$ cat src/sv/adsr_pkg.sv
package adsr_pkg;

    localparam int TICK_W    = 24;
    localparam int LEVEL_W   = 16;
    localparam int ELAPSED_W = 16;
    localparam int TIME_W    = 27;
    localparam int PROD_W    = TICK_W + LEVEL_W;
    localparam int CFG_IDX_W = 2;
    localparam int CFG_W     = TICK_W;

    localparam logic [LEVEL_W-1:0] FULL_SCALE = '1;
    localparam logic [TIME_W-1:0]  TIME_MAX   = '1;

    localparam logic [TICK_W-1:0]  ATTACK_RST  = '0;
    localparam logic [TICK_W-1:0]  DECAY_RST   = '0;
    localparam logic [LEVEL_W-1:0] SUSTAIN_RST = '1;
    localparam logic [TICK_W-1:0]  RELEASE_RST = '0;

    typedef struct packed {
        logic              start;
        logic [PROD_W-1:0] dividend;
        logic [TICK_W-1:0] divisor;
    } div_req_t;

endpackage

$ cat src/sv/adsr_div.sv
module adsr_div (
    input  logic                            aclk,
    input  logic                            aresetn,
    input  adsr_pkg::div_req_t              req,
    output logic                            done,
    output logic [adsr_pkg::LEVEL_W-1:0]    quot
);

    localparam int CNT_W = $clog2(adsr_pkg::LEVEL_W + 1);

    logic [adsr_pkg::TICK_W-1:0]  rem_reg;
    logic [adsr_pkg::LEVEL_W-1:0] quo_reg;
    logic [adsr_pkg::TICK_W-1:0]  div_reg;
    logic [CNT_W-1:0]             cnt_reg;
    logic                         busy_reg;
    logic                         done_reg;

    logic [adsr_pkg::TICK_W:0]    trial;
    logic [adsr_pkg::TICK_W:0]    diff;
    logic                         fits;

    always_comb begin
        trial = {rem_reg, quo_reg[adsr_pkg::LEVEL_W-1]};
        diff  = trial - {1'b0, div_reg};
        fits  = trial >= {1'b0, div_reg};
    end

    always_ff @(posedge aclk) begin
        if (!aresetn) begin
            busy_reg <= 1'b0;
            done_reg <= 1'b0;
            cnt_reg  <= '0;
        end else begin
            done_reg <= 1'b0;
            if (req.start) begin
                busy_reg <= 1'b1;
                cnt_reg  <= CNT_W'(adsr_pkg::LEVEL_W);
            end else if (busy_reg) begin
                cnt_reg <= cnt_reg - CNT_W'(1);
                if (cnt_reg == CNT_W'(1)) begin
                    busy_reg <= 1'b0;
                    done_reg <= 1'b1;
                end
            end
        end
    end

    always_ff @(posedge aclk) begin
        if (req.start) begin
            rem_reg <= req.dividend[adsr_pkg::PROD_W-1:adsr_pkg::LEVEL_W];
            quo_reg <= req.dividend[adsr_pkg::LEVEL_W-1:0];
            div_reg <= req.divisor;
        end else if (busy_reg) begin
            rem_reg <= fits ? diff[adsr_pkg::TICK_W-1:0] : trial[adsr_pkg::TICK_W-1:0];
            quo_reg <= {quo_reg[adsr_pkg::LEVEL_W-2:0], fits};
        end
    end

    assign done = done_reg;
    assign quot = quo_reg;

endmodule

$ cat src/sv/adsr_envelope_generator_unit.sv
// Linear ADSR envelope generator.
// Input channel (s_valid/s_ready): one word per update, carrying the key state
// and the ticks elapsed since the previous word. Result channel (m_valid/m_ready):
// one 16-bit level per input word, 65535 = full scale.
// Configuration: cfg_wr_en writes cfg_wdata into register cfg_index
// (0 attack, 1 decay, 2 sustain level, 3 release) at the clock edge; write only
// while no word is in flight.
// Path from accept to m_valid: ADV, then FIN directly when idle or holding sustain,
// EVAL and FIN when the phase ends or the level jumps to a fixed value, and EVAL,
// MUL, DSTART, DIV and FIN when the level comes from the divider. The divider is a
// restoring unit that retires one quotient bit per cycle, after the 24x16 product is
// registered. s_ready is high only while no word is being processed. A finished
// level waits in the output register, so a new word is accepted while the receiver
// stalls; the next level then waits for m_ready.
// Reset (aresetn low, synchronous): envelope idle in release phase, level 0,
// registers back to attack 0, decay 0, sustain 65535, release 0.
module adsr_envelope_generator_unit (
    input  logic                              aclk,
    input  logic                              aresetn,
    input  logic                              s_valid,
    output logic                              s_ready,
    input  logic                              s_key_down,
    input  logic [adsr_pkg::ELAPSED_W-1:0]    s_elapsed,
    output logic                              m_valid,
    input  logic                              m_ready,
    output logic [adsr_pkg::LEVEL_W-1:0]      m_level,
    input  logic                              cfg_wr_en,
    input  logic [adsr_pkg::CFG_IDX_W-1:0]    cfg_index,
    input  logic [adsr_pkg::CFG_W-1:0]        cfg_wdata
);

    localparam int TW = adsr_pkg::TIME_W;
    localparam int KW = adsr_pkg::TICK_W;
    localparam int LW = adsr_pkg::LEVEL_W;

    localparam logic [2:0] ST_IDLE   = 3'd0;
    localparam logic [2:0] ST_ADV    = 3'd1;
    localparam logic [2:0] ST_EVAL   = 3'd2;
    localparam logic [2:0] ST_MUL    = 3'd3;
    localparam logic [2:0] ST_DSTART = 3'd4;
    localparam logic [2:0] ST_DIV    = 3'd5;
    localparam logic [2:0] ST_FIN    = 3'd6;

    localparam logic [1:0] PH_ATTACK  = 2'd0;
    localparam logic [1:0] PH_DECAY   = 2'd1;
    localparam logic [1:0] PH_SUSTAIN = 2'd2;
    localparam logic [1:0] PH_RELEASE = 2'd3;

    localparam logic [1:0] REG_ATTACK  = 2'd0;
    localparam logic [1:0] REG_DECAY   = 2'd1;
    localparam logic [1:0] REG_SUSTAIN = 2'd2;
    localparam logic [1:0] REG_RELEASE = 2'd3;

    logic [KW-1:0]   attack_reg;
    logic [KW-1:0]   decay_reg;
    logic [LW-1:0]   sustain_reg;
    logic [KW-1:0]   release_reg;
    logic [KW:0]     st_reg;
    logic [KW+1:0]   end_reg;

    logic [2:0]      state_reg;
    logic [1:0]      phase_reg;
    logic [TW-1:0]   time_reg;
    logic            idle_reg;
    logic [LW-1:0]   held_reg;
    logic [1:0]      mode_reg;

    logic            key_reg;
    logic [adsr_pkg::ELAPSED_W-1:0] el_reg;
    logic [KW-1:0]   x_reg;
    logic [LW-1:0]   y_reg;
    logic [KW-1:0]   dvs_reg;
    logic [adsr_pkg::PROD_W-1:0] prod_reg;
    logic [LW-1:0]   res_reg;
    logic            m_valid_reg;
    logic [LW-1:0]   m_level_reg;

    logic            restart;
    logic [TW-1:0]   base;
    logic [TW:0]     sum;
    logic [TW-1:0]   t_sat;
    logic            ge_a;
    logic            ge_st;
    logic            gt_st;
    logic            ge_end;
    logic [TW-1:0]   dec_diff;
    logic [TW-1:0]   rel_diff;
    logic [KW-1:0]   dec_into;
    logic [KW-1:0]   rel_remain;
    logic            out_load;

    adsr_pkg::div_req_t        div_req;
    logic                      div_done;
    logic [LW-1:0]             div_quot;

    adsr_div u_div (
        .aclk    (aclk),
        .aresetn (aresetn),
        .req     (div_req),
        .done    (div_done),
        .quot    (div_quot)
    );

    always_comb begin
        div_req.start    = (state_reg == ST_DSTART);
        div_req.dividend = prod_reg;
        div_req.divisor  = dvs_reg;
    end

    always_comb begin
        restart = idle_reg || (phase_reg == PH_RELEASE);
        if (key_reg) begin
            base = restart ? '0 : time_reg;
        end else begin
            base = (phase_reg != PH_RELEASE) ? TW'(st_reg) : time_reg;
        end
        sum   = {1'b0, base} + (TW + 1)'(el_reg);
        t_sat = sum[TW] ? adsr_pkg::TIME_MAX : sum[TW-1:0];

        ge_a     = time_reg >= TW'(attack_reg);
        ge_st    = time_reg >= TW'(st_reg);
        gt_st    = time_reg > TW'(st_reg);
        ge_end   = time_reg >= TW'(end_reg);
        dec_diff = time_reg - TW'(attack_reg);
        rel_diff = TW'(end_reg) - time_reg;
        dec_into   = (time_reg > TW'(attack_reg)) ? dec_diff[KW-1:0] : '0;
        rel_remain = gt_st ? rel_diff[KW-1:0] : release_reg;
    end

    assign out_load = (state_reg == ST_FIN) && (!m_valid_reg || m_ready);

    always_ff @(posedge aclk) begin
        if (!aresetn) begin
            attack_reg  <= adsr_pkg::ATTACK_RST;
            decay_reg   <= adsr_pkg::DECAY_RST;
            sustain_reg <= adsr_pkg::SUSTAIN_RST;
            release_reg <= adsr_pkg::RELEASE_RST;
        end else if (cfg_wr_en) begin
            case (cfg_index)
                REG_ATTACK:  attack_reg  <= cfg_wdata[KW-1:0];
                REG_DECAY:   decay_reg   <= cfg_wdata[KW-1:0];
                REG_SUSTAIN: sustain_reg <= cfg_wdata[LW-1:0];
                REG_RELEASE: release_reg <= cfg_wdata[KW-1:0];
                default: begin
                end
            endcase
        end
    end

    always_ff @(posedge aclk) begin
        st_reg  <= {1'b0, attack_reg} + {1'b0, decay_reg};
        end_reg <= {2'b0, attack_reg} + {2'b0, decay_reg} + {2'b0, release_reg};
    end

    always_ff @(posedge aclk) begin
        if (!aresetn) begin
            state_reg   <= ST_IDLE;
            phase_reg   <= PH_RELEASE;
            time_reg    <= '0;
            idle_reg    <= 1'b1;
            held_reg    <= '0;
            m_valid_reg <= 1'b0;
        end else begin
            if (out_load) begin
                m_valid_reg <= 1'b1;
            end else if (m_ready) begin
                m_valid_reg <= 1'b0;
            end

            case (state_reg)
                ST_IDLE: begin
                    if (s_valid) begin
                        state_reg <= ST_ADV;
                    end
                end
                ST_ADV: begin
                    if (key_reg) begin
                        if (restart) begin
                            phase_reg <= PH_ATTACK;
                            idle_reg  <= 1'b0;
                            held_reg  <= '0;
                        end
                        if (!restart && phase_reg == PH_SUSTAIN) begin
                            state_reg <= ST_FIN;
                        end else begin
                            time_reg  <= t_sat;
                            state_reg <= ST_EVAL;
                        end
                    end else if (idle_reg) begin
                        held_reg  <= '0;
                        state_reg <= ST_FIN;
                    end else begin
                        phase_reg <= PH_RELEASE;
                        time_reg  <= t_sat;
                        state_reg <= ST_EVAL;
                    end
                end
                ST_EVAL: begin
                    case (phase_reg)
                        PH_ATTACK: begin
                            if (ge_a && ge_st) begin
                                phase_reg <= PH_SUSTAIN;
                                held_reg  <= sustain_reg;
                                state_reg <= ST_FIN;
                            end else if (ge_a) begin
                                phase_reg <= PH_DECAY;
                                held_reg  <= adsr_pkg::FULL_SCALE;
                                state_reg <= ST_FIN;
                            end else begin
                                state_reg <= ST_MUL;
                            end
                        end
                        PH_DECAY: begin
                            if (gt_st || decay_reg == '0) begin
                                phase_reg <= PH_SUSTAIN;
                                held_reg  <= sustain_reg;
                                state_reg <= ST_FIN;
                            end else begin
                                state_reg <= ST_MUL;
                            end
                        end
                        PH_RELEASE: begin
                            if (ge_end || release_reg == '0) begin
                                idle_reg  <= 1'b1;
                                time_reg  <= '0;
                                held_reg  <= '0;
                                state_reg <= ST_FIN;
                            end else begin
                                state_reg <= ST_MUL;
                            end
                        end
                        default: begin
                            state_reg <= ST_FIN;
                        end
                    endcase
                end
                ST_MUL: begin
                    state_reg <= ST_DSTART;
                end
                ST_DSTART: begin
                    state_reg <= ST_DIV;
                end
                ST_DIV: begin
                    if (div_done) begin
                        case (mode_reg)
                            PH_ATTACK: held_reg <= div_quot;
                            PH_DECAY:  held_reg <= adsr_pkg::FULL_SCALE - div_quot;
                            default: begin
                            end
                        endcase
                        state_reg <= ST_FIN;
                    end
                end
                ST_FIN: begin
                    if (!m_valid_reg || m_ready) begin
                        state_reg <= ST_IDLE;
                    end
                end
                default: begin
                    state_reg <= ST_IDLE;
                end
            endcase
        end
    end

    always_ff @(posedge aclk) begin
        if (state_reg == ST_IDLE && s_valid) begin
            key_reg <= s_key_down;
            el_reg  <= s_elapsed;
        end
        if (out_load) begin
            m_level_reg <= res_reg;
        end
        case (state_reg)
            ST_ADV: begin
                if (key_reg) begin
                    res_reg <= held_reg;
                end else begin
                    res_reg <= '0;
                end
            end
            ST_EVAL: begin
                mode_reg <= phase_reg;
                case (phase_reg)
                    PH_ATTACK: begin
                        res_reg <= ge_st ? sustain_reg : adsr_pkg::FULL_SCALE;
                        x_reg   <= time_reg[KW-1:0];
                        y_reg   <= adsr_pkg::FULL_SCALE;
                        dvs_reg <= attack_reg;
                    end
                    PH_DECAY: begin
                        res_reg <= sustain_reg;
                        x_reg   <= dec_into;
                        y_reg   <= adsr_pkg::FULL_SCALE - sustain_reg;
                        dvs_reg <= decay_reg;
                    end
                    PH_RELEASE: begin
                        res_reg <= '0;
                        x_reg   <= rel_remain;
                        y_reg   <= held_reg;
                        dvs_reg <= release_reg;
                    end
                    default: begin
                        res_reg <= held_reg;
                    end
                endcase
            end
            ST_MUL: begin
                prod_reg <= adsr_pkg::PROD_W'(x_reg) * adsr_pkg::PROD_W'(y_reg);
            end
            ST_DIV: begin
                if (mode_reg == PH_DECAY) begin
                    res_reg <= adsr_pkg::FULL_SCALE - div_quot;
                end else begin
                    res_reg <= div_quot;
                end
            end
            default: begin
            end
        endcase
    end

    assign s_ready = (state_reg == ST_IDLE);
    assign m_valid = m_valid_reg;
    assign m_level = m_level_reg;

endmodule

$ cat config.mk
export PLATFORM = sky130hd
export DESIGN_NAME = adsr_envelope_generator_unit
export DESIGN_NICKNAME = d
export VERILOG_FILES = /design/src/sv/adsr_pkg.sv /design/src/sv/adsr_div.sv /design/src/sv/adsr_envelope_generator_unit.sv
export SDC_FILE = /design/constraint.sdc
export NUM_CORES = 2
export LEC_CHECK = 0
export BUFFER_PORTS_ARGS = -buffer_cell sky130_fd_sc_hd__buf_2
export CORE_UTILIZATION = 45
export CTS_BUF_LIST = sky130_fd_sc_hd__clkbuf_4 sky130_fd_sc_hd__clkbuf_8
export DETAILED_ROUTE_END_ITERATION = 10
export HOLD_SLACK_MARGIN = 0.05
export PLACE_DENSITY = 0.61
export SYNTH_ARGS = -nofsm -noshare
export SYNTH_HDL_FRONTEND = slang
export SYNTH_SLANG_ARGS = --single-unit
$ cat constraint.sdc
create_clock -name aclk -period 9.29 [get_ports aclk]
set_input_delay 0.4645 -clock aclk [delete_from_list [all_inputs] [get_ports aclk]]
set_output_delay 0.4645 -clock aclk [all_outputs]
set_load 0.01 [all_outputs]
==> results.txt <==
Status: finished clean
Max-Cap Viols: 0
Endpoint class of the critical path: flop
Cell family with most CP delay: adder cells
Area Growth Syn to Fin: 8.67%
Top_reg_cell synth: edfxtp_1
Wire length on met1: 48100 um
Most common cell after layout, fill and taps aside: nand2_1
Worst Path Buf+Inv: 5
CP required: 9.72 ns
CP most frequent cell: fa_1
Max Buffers Root-to-Sink: 3
Reg-to-Reg End: prod_reg[38]
EDFF count, synth: 219
Post-CTS setup buffer count: 0
Drt wl/cell: 21.9 um
Register area share after synthesis: 28.1%
Max Transition Viols Final: 0
Via density: 5.69
Largest net degree at the start of global routing: 82
Final net count: 4860
Worst Path Arrival: 8.03 ns
Slowest-stage cell, CP: edfxtp_1
Clock slew at reported path FFs: 0.07 ns
IO buf count: 65
Number of DRC markers in iteration 0: 2564
Critical path depth in cells: 22
Routability Congestion: 0.963
Layout cells sized above 1: 6.48%
Die Area: 84100 um^2
Finished Layout Cells: 5315
Worst setup skew after layout: 0.0327 ns
Clk Latency, worst-skew pair: 0.68 ns
Final min period: 7.60 ns
Hold_buf cts: 29
Min-delay src: cfg_wdata[12]
R2r worst-path depth: 22
Clock H-tree levels: 3
Commonest cells after routing, fill and taps aside: nand2_1, inv_1, fa_1
Hold Path Class: in -> reg
Crit path kind: reg -> reg
Residual DRC count: 0
Dominant cell type by area after synthesis: fa_1
Die Wd: 290 um
DPL Wire Length: 88000 um
Root Buffer: clkbuf_8
Hold slack: 0.109 ns
Worst-path maximum fanout: 24
CP startpoint kind: flop
Final antenna-violating net count: 0
Max reg flops: 40
Fin util: 49.4%
First-pass GRT wire length: 178000 um
Final Hold Vio Count: 0
Worst slew pin tran: 1.19 ns
Met3 Wirelength: 7390 um
R2R Setup Slk: 1.69 ns
Synth Instances: 4153
Hold worst-path end: decay_reg[12]
Worst slew margin: 20.0%
Synth warnings: 0
Max Freq: 132 MHz
Die H: 290 um
Number of CTS-inserted buffers: 79
CTS resizes: 0
Tot GR Track Use: 27.6%
Initial Util: 45.5%
DRT Wirelength: 116000 um
I/O pin total: 66
Dpl cells: 5137
Top Metal Used: met5
Synth top area share: 18.0%
CP Cell Sequence: nand2_1, fa_1, inv_1, fa_1, inv_1, fa_1, inv_1, fa_1, fa_1, inv_1, fa_1, inv_1, ha_1, nand2_1, a2111oi_0, a221oi_1, o21ai_1, a311oi_1, o41a_1, o31ai_1, a21oi_1, xnor2_1
Synth area leaders: fa_1, edfxtp_1, dfxtp_1
Min-Delay Path Depth: 3
Synth Register Bits: 415
Iteration count of the initial detailed-routing pass: 6
# rows: 105
Global route total overflow: 0
Synth Cell Area: 37300 um^2
Total nets after synthesis: 4836
FFs w/ async S/R, synth: 0%
RSZ-0062 raised after global routing: no
Initial antenna violation count: 7
Max incr delay on CP: 1.01 ns
CTS tree: done
Post-Route Setup TNS: 0 ns
Core ar.: 82100 um^2
Reg2reg start: y_reg[7]
Vias in the first global route: 29300
Setup Viol. Count Final: 0
Vias: 30200
Detail Route met2 WL: 54000 um
Final period utilization: 81.8%
Mean Syn Cell Area: 8.99 um^2
Synth unique cells: 94
CTS Sinks: 415
Yosys cell counts (all sizes together), types with 6 or more instances:
library cell	count
a31o	6
and3	24
xnor2	117
mux2i	42
o21ai	138
nor2b	59
o21a	26
fa	336
nand3b	7
and2	183
o221ai	16
o211ai	29
edfxtp	219
xor2	36
o31ai	30
nor3	32
clkbuf	150
a311oi	11
or4	6
or3	18
o21bai	20
or2	7
nor4	27
o31a	7
dfxtp	196
o22ai	24
nand4	43
ha	299
nand2b	20
a21boi	44
buf	27
inv	542
nand2	588
a211oi	18
o2111ai	8
a21o	82
a32o	20
a31oi	23
a22o	7
a21oi	287
nand3	75
nor3b	7
nor2	221
metrics by stage:
step | instance area (um^2) | worst slack [ns]
final | 40600 | 1.69
after global routing | 40600 | 1.39
after CTS | 40600 | 1.78
after detailed placement | 38500 | 1.81
after global placement | 38500 | 1.96
after floorplan | 37300 | 2.74
layout make-up:
| type | instances | area (um^2) |
|---|---|---|
| fill | 7791 | 41500 |
| multi-input combinational | 3017 | 24100 |
| sequential | 415 | 10500 |
| inverter | 544 | 2040 |
| clock buffer | 111 | 1370 |
| tap | 1070 | 1340 |
| timing repair buffer | 120 | 811 |
| clock inverter | 36 | 365 |
| antenna | 2 | 5.00 |
layer usage:
metal	up-vias	track usage, %
li1	14100	-
met2	1164	44.9
met5	-	0
met3	293	3.31
met4	8	14.5
met1	14700	36.1
kinds of logic after synthesis:
group | synth area share [%]
flip-flops | 28.1
buffers and inverters | 7.37
multiplexers | 1.25
AO/OA/AOI/OAI | 14.9
XOR/XNOR | 3.59
AND/OR/NAND/NOR | 16.8
adder cells (fa/ha/maj) | 28.0
worst register-to-register path: stages (launching register included):
cell and delay (ns):
edfxtp_1 1.01, nand2_1 0.19, fa_1 0.58, inv_1 0.05, fa_1 0.50, inv_1 0.06
fa_1 0.53, inv_1 0.05, fa_1 0.50, fa_1 0.54, inv_1 0.05, fa_1 0.53
inv_1 0.04, ha_1 0.37, nand2_1 0.09, a2111oi_0 0.48, a221oi_1 0.29, o21ai_1 0.30
a311oi_1 0.18, o41a_1 0.51, o31ai_1 0.26, a21oi_1 0.11, xnor2_1 0.13
how the worst max path moves through the flow:
stage	startpoint	endpoint	slack, ns
after global routing	y_reg[7]	prod_reg[38]	1.39
after CTS	y_reg[7]	prod_reg[38]	1.78
after global placement	y_reg[7]	prod_reg[38]	1.96
after floorplan	y_reg[7]	prod_reg[38]	2.74
final	y_reg[7]	prod_reg[38]	1.69
after detailed placement	y_reg[7]	prod_reg[38]	1.81
Power is left out: the tool's default activity adds up to more than one toggle a clock period on the data nets, which glitch-free logic cannot reach.
